$ cat src/hw/rtl/dtt_pkg.sv
package dtt_pkg;

    // Field widths.
    localparam int FUNC_W     = 2;
    localparam int HANDLE_W   = 8;
    localparam int DELAY_W    = 16;
    localparam int NOW_W      = 64;
    localparam int KIND_W     = 3;
    localparam int WAIT_W     = 10;
    localparam int CFG_IDX_W  = 1;
    localparam int CFG_DATA_W = 10;

    // Results one request may report.
    localparam int MAX_RESULTS = 16;
    localparam int RES_W       = $clog2(MAX_RESULTS + 1);

    // Configuration register indexes and reset values.
    localparam logic [CFG_IDX_W-1:0] CFG_ENABLE   = 1'd0;
    localparam logic [CFG_IDX_W-1:0] CFG_MAX_WAIT = 1'd1;
    localparam logic [WAIT_W-1:0]    MAX_WAIT_RST = 10'd50;

    typedef enum logic [FUNC_W-1:0] {
        FN_TICK   = 2'd0,
        FN_SCHED  = 2'd1,
        FN_CANCEL = 2'd2,
        FN_WAKE   = 2'd3
    } t_func;

    typedef enum logic [KIND_W-1:0] {
        KD_RESUMED   = 3'd0,
        KD_CANCELLED = 3'd1,
        KD_IDLE      = 3'd2,
        KD_ACCEPTED  = 3'd3,
        KD_FULL      = 3'd4,
        KD_IGNORED   = 3'd5,
        KD_DONE      = 3'd6
    } t_kind;

    typedef enum logic [1:0] {
        ST_IDLE,
        ST_SCAN,
        ST_WAIT,
        ST_FIN
    } t_state;

    // Broadcast controls for the slot chain.
    typedef struct packed {
        logic shift;
        logic wake;
    } t_cell_ctl;

endpackage

$ cat src/hw/rtl/dtt_cell.sv
module dtt_cell (
    input  logic                          i_clk,
    input  dtt_pkg::t_cell_ctl            i_ctl,
    input  logic                          i_load,
    input  logic [dtt_pkg::HANDLE_W-1:0]  i_wr_handle,
    input  logic [dtt_pkg::NOW_W-1:0]     i_wr_deadline,
    input  logic [dtt_pkg::NOW_W-1:0]     i_now,
    input  logic [dtt_pkg::HANDLE_W-1:0]  i_nb_handle,
    input  logic [dtt_pkg::NOW_W-1:0]     i_nb_deadline,
    output logic [dtt_pkg::HANDLE_W-1:0]  o_handle,
    output logic [dtt_pkg::NOW_W-1:0]     o_deadline
);

    logic [dtt_pkg::HANDLE_W-1:0] r_handle;
    logic [dtt_pkg::NOW_W-1:0]    r_deadline;
    logic [dtt_pkg::HANDLE_W-1:0] n_handle;
    logic [dtt_pkg::NOW_W-1:0]    n_deadline;

    // A direct write wins over the shift, the shift over a wake.
    always_comb begin
        n_handle   = r_handle;
        n_deadline = r_deadline;
        if (i_load) begin
            n_handle   = i_wr_handle;
            n_deadline = i_wr_deadline;
        end else if (i_ctl.shift) begin
            n_handle   = i_nb_handle;
            n_deadline = i_nb_deadline;
        end else if (i_ctl.wake) begin
            n_deadline = i_now;
        end
    end

    always_ff @(posedge i_clk) begin
        r_handle   <= n_handle;
        r_deadline <= n_deadline;
    end

    assign o_handle   = r_handle;
    assign o_deadline = r_deadline;

endmodule

$ cat src/hw/rtl/deadline_timer_table.sv
// Pending-timer table, kept in insertion order in a chain of slot cells.
// Input channel (i_in_valid / o_in_ready) takes one request: tick, schedule,
// cancel all or wake all. Output channel (o_out_valid / i_out_ready) gives
// the results of that request one at a time; o_last marks the final one.
// Configuration is a plain write port (enable, max wait) used while idle.
// Schedule and wake all: the single result is staged as pending and moves
// to the output register in ST_FIN once that is free; the next request can
// be taken in the cycle in which that result first shows as valid.
// Tick and cancel all: the chain moves one slot per cycle past its head
// while no result waits on a stalled receiver; the walk over the occupied
// slots runs in ST_SCAN, a tick that reports its wait passes ST_WAIT, and
// the final result leaves from ST_FIN.
// A new request is taken once the previous one has placed its final result
// in the output register. When the receiver holds i_out_ready low, the walk
// pauses at the next slot that produces a result and no result is lost.
// Synchronous reset clears the time, the slot count, the output register
// and the configuration (disabled, max wait 50); slot contents are not
// cleared and never read before being written.
module deadline_timer_table #(
    parameter int SLOTS = 16
) (
    input  logic                            i_clk,
    input  logic                            i_rst_n,
    input  logic                            i_cfg_we,
    input  logic [dtt_pkg::CFG_IDX_W-1:0]   i_cfg_idx,
    input  logic [dtt_pkg::CFG_DATA_W-1:0]  i_cfg_data,
    input  logic                            i_in_valid,
    output logic                            o_in_ready,
    input  logic [dtt_pkg::FUNC_W-1:0]      i_func,
    input  logic [dtt_pkg::HANDLE_W-1:0]    i_handle_id,
    input  logic [dtt_pkg::DELAY_W-1:0]     i_delay_ms,
    output logic                            o_out_valid,
    input  logic                            i_out_ready,
    output logic [dtt_pkg::KIND_W-1:0]      o_kind,
    output logic [dtt_pkg::HANDLE_W-1:0]    o_handle_out,
    output logic [dtt_pkg::WAIT_W-1:0]      o_wait_ms,
    output logic                            o_last
);

    localparam int IDX_W = (SLOTS > 1) ? $clog2(SLOTS) : 1;
    localparam int CNT_W = $clog2(SLOTS + 1);

    // Control state.
    dtt_pkg::t_state              r_state, n_state;
    logic [dtt_pkg::NOW_W-1:0]    r_now, n_now;
    logic [CNT_W-1:0]             r_count, n_count;
    logic                         r_out_valid, n_out_valid;
    logic                         r_pend_v, n_pend_v;
    logic                         r_enable;
    logic [dtt_pkg::WAIT_W-1:0]   r_max_wait;

    // Request and result payload.
    dtt_pkg::t_func               r_mode, n_mode;
    logic [CNT_W-1:0]             r_left, n_left;
    logic [dtt_pkg::RES_W-1:0]    r_nres, n_nres;
    logic [dtt_pkg::NOW_W-1:0]    r_min, n_min;
    logic                         r_min_v, n_min_v;
    dtt_pkg::t_kind               r_pend_kind, n_pend_kind;
    logic [dtt_pkg::HANDLE_W-1:0] r_pend_handle, n_pend_handle;
    logic [dtt_pkg::WAIT_W-1:0]   r_pend_wait, n_pend_wait;
    dtt_pkg::t_kind               r_out_kind, n_out_kind;
    logic [dtt_pkg::HANDLE_W-1:0] r_out_handle, n_out_handle;
    logic [dtt_pkg::WAIT_W-1:0]   r_out_wait, n_out_wait;
    logic                         r_out_last, n_out_last;

    // Chain signals.
    dtt_pkg::t_cell_ctl           cell_ctl;
    logic                         wr_en;
    logic [IDX_W-1:0]             wr_idx;
    logic [dtt_pkg::HANDLE_W-1:0] wr_handle;
    logic [dtt_pkg::NOW_W-1:0]    wr_deadline;
    logic [dtt_pkg::HANDLE_W-1:0] c_handle   [SLOTS];
    logic [dtt_pkg::NOW_W-1:0]    c_deadline [SLOTS];

    // Scratch values of the control block.
    logic                         out_free;
    logic [CNT_W-1:0]             cnt_m1;
    logic                         head_exp;
    logic                         emit;
    logic                         drop;
    logic [dtt_pkg::DELAY_W-1:0]  delay_eff;
    logic [dtt_pkg::NOW_W-1:0]    diff;
    logic [dtt_pkg::WAIT_W-1:0]   max_wait_eff;
    logic [dtt_pkg::WAIT_W-1:0]   wait_val;

    assign o_in_ready   = (r_state == dtt_pkg::ST_IDLE);
    assign o_out_valid  = r_out_valid;
    assign o_kind       = r_out_kind;
    assign o_handle_out = r_out_handle;
    assign o_wait_ms    = r_out_wait;
    assign o_last       = r_out_last;

    assign out_free = !r_out_valid || i_out_ready;
    assign cnt_m1   = r_count - CNT_W'(1);

    // Slot chain: cell k takes from cell k+1 on a shift; cell 0 is the head.
    for (genvar k = 0; k < SLOTS; k++) begin : g_cell
        logic [dtt_pkg::HANDLE_W-1:0] nb_handle;
        logic [dtt_pkg::NOW_W-1:0]    nb_deadline;

        if (k == SLOTS - 1) begin : g_tail
            assign nb_handle   = wr_handle;
            assign nb_deadline = wr_deadline;
        end else begin : g_mid
            assign nb_handle   = c_handle[k+1];
            assign nb_deadline = c_deadline[k+1];
        end

        dtt_cell u_cell (
            .i_clk         (i_clk),
            .i_ctl         (cell_ctl),
            .i_load        (wr_en && (wr_idx == IDX_W'(k))),
            .i_wr_handle   (wr_handle),
            .i_wr_deadline (wr_deadline),
            .i_now         (r_now),
            .i_nb_handle   (nb_handle),
            .i_nb_deadline (nb_deadline),
            .o_handle      (c_handle[k]),
            .o_deadline    (c_deadline[k])
        );
    end

    // Clamped wait until the earliest remaining deadline.
    always_comb begin
        max_wait_eff = (r_max_wait == '0) ? dtt_pkg::WAIT_W'(1) : r_max_wait;
        diff         = r_min - r_now;
        if (!r_min_v) begin
            wait_val = max_wait_eff;
        end else if (diff == '0) begin
            wait_val = dtt_pkg::WAIT_W'(1);
        end else if ((diff[dtt_pkg::NOW_W-1:dtt_pkg::WAIT_W] != '0)
                     || (diff[dtt_pkg::WAIT_W-1:0] > max_wait_eff)) begin
            wait_val = max_wait_eff;
        end else begin
            wait_val = diff[dtt_pkg::WAIT_W-1:0];
        end
    end

    // Next state, chain controls and result staging.
    always_comb begin
        n_state       = r_state;
        n_now         = r_now;
        n_count       = r_count;
        n_mode        = r_mode;
        n_left        = r_left;
        n_nres        = r_nres;
        n_min         = r_min;
        n_min_v       = r_min_v;
        n_pend_v      = r_pend_v;
        n_pend_kind   = r_pend_kind;
        n_pend_handle = r_pend_handle;
        n_pend_wait   = r_pend_wait;
        n_out_valid   = r_out_valid;
        n_out_kind    = r_out_kind;
        n_out_handle  = r_out_handle;
        n_out_wait    = r_out_wait;
        n_out_last    = r_out_last;
        cell_ctl      = '0;
        wr_en         = 1'b0;
        wr_idx        = r_count[IDX_W-1:0];
        wr_handle     = c_handle[0];
        wr_deadline   = c_deadline[0];
        delay_eff     = (i_delay_ms == '0) ? dtt_pkg::DELAY_W'(1) : i_delay_ms;
        head_exp      = (c_deadline[0] <= r_now)
                        && (r_nres < dtt_pkg::RES_W'(dtt_pkg::MAX_RESULTS));
        emit          = 1'b0;
        drop          = 1'b0;

        if (r_out_valid && i_out_ready) begin
            n_out_valid = 1'b0;
        end

        unique case (r_state)
            dtt_pkg::ST_IDLE: begin
                if (i_in_valid) begin
                    n_mode        = dtt_pkg::t_func'(i_func);
                    n_nres        = '0;
                    n_min_v       = 1'b0;
                    n_left        = r_count;
                    n_pend_handle = '0;
                    n_pend_wait   = '0;
                    unique case (dtt_pkg::t_func'(i_func))
                        dtt_pkg::FN_TICK: begin
                            n_now   = r_now + dtt_pkg::NOW_W'(1);
                            n_state = dtt_pkg::ST_SCAN;
                        end
                        dtt_pkg::FN_CANCEL: begin
                            n_state = dtt_pkg::ST_SCAN;
                        end
                        dtt_pkg::FN_SCHED: begin
                            n_pend_v = 1'b1;
                            n_state  = dtt_pkg::ST_FIN;
                            if (!r_enable || (i_handle_id == '0)) begin
                                n_pend_kind = dtt_pkg::KD_IGNORED;
                            end else if (r_count >= CNT_W'(SLOTS)) begin
                                n_pend_kind = dtt_pkg::KD_FULL;
                            end else begin
                                n_pend_kind = dtt_pkg::KD_ACCEPTED;
                                wr_en       = 1'b1;
                                wr_handle   = i_handle_id;
                                wr_deadline = r_now
                                    + dtt_pkg::NOW_W'(delay_eff);
                                n_count     = r_count + CNT_W'(1);
                            end
                        end
                        dtt_pkg::FN_WAKE: begin
                            cell_ctl.wake = 1'b1;
                            n_pend_v      = 1'b1;
                            n_pend_kind   = dtt_pkg::KD_DONE;
                            n_state       = dtt_pkg::ST_FIN;
                        end
                        default: begin
                            n_state = dtt_pkg::ST_IDLE;
                        end
                    endcase
                end
            end

            dtt_pkg::ST_SCAN: begin
                if (r_left == '0) begin
                    // Walk finished: pick the final result.
                    if (r_pend_v) begin
                        n_state = dtt_pkg::ST_FIN;
                    end else if (r_mode == dtt_pkg::FN_CANCEL) begin
                        n_pend_v      = 1'b1;
                        n_pend_kind   = dtt_pkg::KD_DONE;
                        n_pend_handle = '0;
                        n_pend_wait   = '0;
                        n_state       = dtt_pkg::ST_FIN;
                    end else begin
                        n_state = dtt_pkg::ST_WAIT;
                    end
                end else begin
                    // Examine the head slot; it leaves or goes back behind the rest.
                    if (r_mode == dtt_pkg::FN_CANCEL) begin
                        drop = 1'b1;
                        emit = (r_nres < dtt_pkg::RES_W'(dtt_pkg::MAX_RESULTS));
                    end else begin
                        drop = head_exp;
                        emit = head_exp;
                    end
                    if (!(emit && r_pend_v && !out_free)) begin
                        cell_ctl.shift = 1'b1;
                        n_left         = r_left - CNT_W'(1);
                        if (drop) begin
                            n_count = cnt_m1;
                        end else begin
                            wr_en  = 1'b1;
                            wr_idx = cnt_m1[IDX_W-1:0];
                            if (!r_min_v || (c_deadline[0] < r_min)) begin
                                n_min   = c_deadline[0];
                                n_min_v = 1'b1;
                            end
                        end
                        if (emit) begin
                            if (r_pend_v) begin
                                n_out_valid  = 1'b1;
                                n_out_kind   = r_pend_kind;
                                n_out_handle = r_pend_handle;
                                n_out_wait   = r_pend_wait;
                                n_out_last   = 1'b0;
                            end
                            n_pend_v      = 1'b1;
                            n_pend_kind   = (r_mode == dtt_pkg::FN_CANCEL)
                                            ? dtt_pkg::KD_CANCELLED
                                            : dtt_pkg::KD_RESUMED;
                            n_pend_handle = c_handle[0];
                            n_pend_wait   = '0;
                            n_nres        = r_nres + dtt_pkg::RES_W'(1);
                        end
                    end
                end
            end

            dtt_pkg::ST_WAIT: begin
                n_pend_v      = 1'b1;
                n_pend_kind   = dtt_pkg::KD_IDLE;
                n_pend_handle = '0;
                n_pend_wait   = wait_val;
                n_state       = dtt_pkg::ST_FIN;
            end

            dtt_pkg::ST_FIN: begin
                if (out_free) begin
                    n_out_valid  = 1'b1;
                    n_out_kind   = r_pend_kind;
                    n_out_handle = r_pend_handle;
                    n_out_wait   = r_pend_wait;
                    n_out_last   = 1'b1;
                    n_pend_v     = 1'b0;
                    n_state      = dtt_pkg::ST_IDLE;
                end
            end

            default: begin
                n_state = dtt_pkg::ST_IDLE;
            end
        endcase
    end

    // State register.
    always_ff @(posedge i_clk) begin
        if (!i_rst_n) begin
            r_state <= dtt_pkg::ST_IDLE;
        end else begin
            r_state <= n_state;
        end
    end

    // Control registers and configuration writes.
    always_ff @(posedge i_clk) begin
        if (!i_rst_n) begin
            r_now       <= '0;
            r_count     <= '0;
            r_out_valid <= 1'b0;
            r_pend_v    <= 1'b0;
            r_enable    <= 1'b0;
            r_max_wait  <= dtt_pkg::MAX_WAIT_RST;
        end else begin
            r_now       <= n_now;
            r_count     <= n_count;
            r_out_valid <= n_out_valid;
            r_pend_v    <= n_pend_v;
            if (i_cfg_we) begin
                unique case (i_cfg_idx)
                    dtt_pkg::CFG_ENABLE:   r_enable   <= i_cfg_data[0];
                    dtt_pkg::CFG_MAX_WAIT: r_max_wait <= i_cfg_data;
                    default: ;
                endcase
            end
        end
    end

    // Payload registers.
    always_ff @(posedge i_clk) begin
        r_mode        <= n_mode;
        r_left        <= n_left;
        r_nres        <= n_nres;
        r_min         <= n_min;
        r_min_v       <= n_min_v;
        r_pend_kind   <= n_pend_kind;
        r_pend_handle <= n_pend_handle;
        r_pend_wait   <= n_pend_wait;
        r_out_kind    <= n_out_kind;
        r_out_handle  <= n_out_handle;
        r_out_wait    <= n_out_wait;
        r_out_last    <= n_out_last;
    end

endmodule

$ cat config.mk
export PLATFORM = sky130hd
export DESIGN_NAME = deadline_timer_table
export DESIGN_NICKNAME = d
export VERILOG_FILES = /design/src/hw/rtl/dtt_pkg.sv /design/src/hw/rtl/dtt_cell.sv /design/src/hw/rtl/deadline_timer_table.sv
export SDC_FILE = /design/constraint.sdc
export NUM_CORES = 2
export LEC_CHECK = 0
export BUFFER_PORTS_ARGS = -buffer_cell sky130_fd_sc_hd__buf_2
export CAP_MARGIN = 30
export CORE_ASPECT_RATIO = 0.9
export CORE_MARGIN = 4
export CORE_UTILIZATION = 45
export DETAILED_ROUTE_END_ITERATION = 10
export SYNTH_ARGS = -nofsm -noshare
export SYNTH_HDL_FRONTEND = slang
export SYNTH_SLANG_ARGS = --single-unit
$ cat constraint.sdc
create_clock -name i_clk -period 18.7 [get_ports i_clk]
set_clock_uncertainty 0.2 [all_clocks]
set_input_delay 5.61 -clock i_clk [delete_from_list [all_inputs] [get_ports i_clk]]
set_output_delay 5.61 -clock i_clk [all_outputs]
set_load 0.02 [all_outputs]
==> run summary <==
GR Util met1 = 39.51%
largest net degree at the start of global routing = 213
TritonCTS clock tree = yes
endpoints failing hold = 0
hold crit path type = reg2reg
Worst EP required = 18.92 ns
slowest CP cell = buf_4
Yosys warning count = 0
Worst EP arrival = 10.45 ns
stages on the worst setup path = 12
crit path capture type = register
CTS Hold Buffers Added = 0
syn_nets = 6622
# Post-CTS Setup Buffers = 0
DRT Pass-1 Iters = 6
CTS max path bufs = 3
placed instance area = 72990 um^2
GR Layer Usage met2 = 38.23%
RSZ-0062 raised after global routing = false
cell leakage power = 0.02856 uW
CP max FO = 41
average wire per standard cell = 25.85 um
post-route cell area = 77830 um^2
Area Growth Syn to Fin = 9.930%
Logic pwr share = 31.1%
outcome = completed
Slew Limit Fails = 0
Die Span Y = 384.3 um
CTS resizes = 0
Vias = 52857
mux share of post-synthesis cell area = 4.325%
max-cap violation count = 0
DP HPWL = 139000 um
Cell Area, Synth = 70800 um^2
Die Wd = 426.1 um
CP startpoint = i_handle_id[0]
initial antenna violation count = 4
worst setup path endpoint = g_cell[8].u_cell.o_deadline[58]
area occupied by multi-input gates = 27970 um^2
Synth Area per Inst = 11.14 um^2
cell row count = 137
critical path's largest stage delay = 0.78 ns
CTS H-tree depth = 4
Tcrit/Tclk final = 54.72%
crit path buf inv count = 3
FF-to-FF Start = r_now[58]
grt met3 use = 3.904%
sequential fraction of the synthesis area = 56.33%
power per cell area = 156.6 nW/um^2
sequential share of power = 45.1%
Reg2Reg Setup Slack = 11.18 ns
root buf cell = clkbuf_16
CP Cell Sequence = buf_2 > nor4_1 > nand2_1 > nand3_1 > nor3b_1 > and2_2 > buf_4 > nand2_1 > mux2i_1 > and2_4 > nand2b_4 > buf_4
Tmin final = 10.23 ns
GP Congestion = 0.9643
Adder-Cell Fraction of Synth Area = 4.033%
clock slew at reported path FFs = 0.06 ns
number of primary I/O pins = 66
Initial DRC Count = 5985
Compound-Gate Fraction of Synth Area = 21.02%
Post-Synthesis Cells = 6353
share of power burned in the clock network = 23.9%
Worst-Skew Late Latency = 0.82 ns
fraction of registers with async set/reset = 0%
FF-to-FF path depth = 16
internal power = 7789 uW
EDFF count, synth = 1272
# port buffers = 65
post-synth cell types = 105
Top delay family on crit path = simple AND/OR/NAND/NOR gates
setup tns final = 0 ns
DR vias/cell = 6.294
register area = 39880 um^2
simple-gate share of the synthesized area = 7.875%
CTS Sinks = 1356
Switch Pwr = 4395 uW
CTS buffer count = 149
share of layout cells above drive strength 1 = 9.411%
DRT Wirelength = 217100 um
Layout Nets = 6454
Slew HR = 24.22%
die area = 163700 um^2
DRC = 0
main flop type after synthesis = edfxtp_1
Initial Util = 45.49%
Fill cells = 14060
Worst-Margin Slew = 1.137 ns
XOR/XNOR Fraction of Synth Area = 1.905%
Final setup viols = 0
Worst IR Drop VDD = 0.0001078 V
first-pass GRT wire length = 325600 um
switch share = 36.07%
most used routing layer = met1
critical path type = in2reg
grt total ovfl = 0
Tot GR Track Use = 25.85%
flops & latches, synth = 1356
Core Footprint = 155600 um^2
largest family of logic cells by synthesized area = compound AO/OA/AOI/OAI gates
number of global-route vias before repair = 49616
Routed Antenna Nets = 0
r2r endpoint = g_cell[12].u_cell.o_deadline[38]
Critical Path Source Type = input port
Peak Freq = 0.09773 GHz
## worst min path at each step
stage | from | end | cells past startpoint
floorplan | r_pend_handle[0] | o_handle_out[0] | 0
global placement | r_pend_wait[9] | o_wait_ms[9] | 0
detailed placement | r_pend_handle[6] | o_handle_out[6] | 0
CTS | r_pend_handle[6] | o_handle_out[6] | 0
global route | r_pend_handle[4] | o_handle_out[4] | 0
finish | r_pend_handle[6] | o_handle_out[6] | 0
## cell type report
cell class,count,area share (%)
antenna,1,0.003215
clock buffer,189,5.104
clock inverter,89,1.018
inverter,191,0.9212
multi-input combinational,4226,35.94
sequential,1356,51.24
tap,2085,3.352
timing repair buffer,261,2.426
## worst reg2reg max path: stages, from the launching register on
cell and delay [ns]:
dfxtp_1 0.58, inv_1 0.29, ha_1 0.38, nand4_1 0.11, nor4_1 0.44, buf_2 0.26
nand3_1 0.13, nand3b_1 0.34, a21oi_1 0.57, o31a_1 0.43, nor2_2 0.15, a21oi_4 0.52
buf_4 0.70, buf_4 0.86, buf_4 0.95, a21oi_1 0.19, mux2i_1 0.29
## layer usage
metal	wire, um	share of wire [%]	vias up
li1	-	-	23957
met5	0	0	-
met1	102000	47	26533
met2	94070	43	2057
met4	5460	2.5	0
met3	15570	7.2	310
## state kept, by name, indices dropped and copies added, names as in the netlist, 8 cells and up
name and cells:
g_cell.u_cell.o_deadline 1024, g_cell.u_cell.o_handle 128, o_handle_out 8, o_wait_ms 10, r_max_wait 10, r_min 64, r_now 64, r_pend_handle 8
r_pend_wait 10
## power groups by stage
| stage | logic, uW | clock network (uW) | registers [uW] |
|---|---|---|---|
| 2_1_floorplan | 2500 | 0 | 5410 |
| 3_3_place_gp | 3640 | 0 | 5530 |
| 3_5_place_dp | 3730 | 0 | 5530 |
| 4_1_cts | 3750 | 2960 | 5490 |
| 5_1_grt | 4130 | 3090 | 5590 |
| 6_report | 3780 | 2910 | 5490 |
## stage by stage
stage	cells	power [uW]	hold WS (ns)	utilization (%)	setup slack [ns]
detailed placement	8110	9265	0.2045	46.89	7.647
finish	8398	12180	0.2156	50.00	8.468
CTS	8388	12200	0.2175	49.96	8.514
global placement	8049	9162	0.2014	46.56	7.702
floorplan	6353	7906	0.2003	-	7.751
global route	8398	12810	0.2216	50.00	8.143
## layout by cell type, fill, tap and decap left out, types with 36 or more instances in the layout
master	synthesis	final
inv_1	191	191
nor3_1	54	54
edfxtp_1	1272	1272
nand4_1	83	83
a211oi_1	720	720
a21oi_1	1222	1220
dfxtp_1	84	84
buf_4	4	178
mux2i_1	300	297
ha_1	225	225
nand2_1	307	295
o21ai_0	193	192
clkbuf_16	0	152
nand3_1	54	54
nor2b_1	36	36
nor2_1	298	297
a21o_1	86	86
buf_2	187	66
xnor2_1	129	129
and2_1	92	80
## synthesized netlist by cell type (all sizes together) (84+ instances only)
library cell | number | share of area, %
edfxtp | 1272 | 54
a21oi | 1229 | 8.7
a211oi | 724 | 7.7
clkbuf | 374 | 2.0
nand2 | 309 | 1.6
nor2 | 306 | 1.7
mux2i | 301 | 4.3
ha | 225 | 4.0
buf | 206 | 1.5
o21ai | 205 | 1.5
inv | 191 | 1.0
xnor2 | 129 | 1.6
and2 | 92 | 0.81
a21o | 88 | 0.94
nand4 | 86 | 0.80
dfxtp | 84 | 2.4
## kinds of logic (layout without fill, tap and decap cells)
family          after synthesis  count (layout)
compound gates             2429            2429
flops                      1356            1356
simple gates               1111            1111
buf+inv                     771             730
mux                         305             305
fa+ha+maj                   227             227
xor+xnor                    154             154
other cells                   0               1
(Power assumes the default switching activity.)
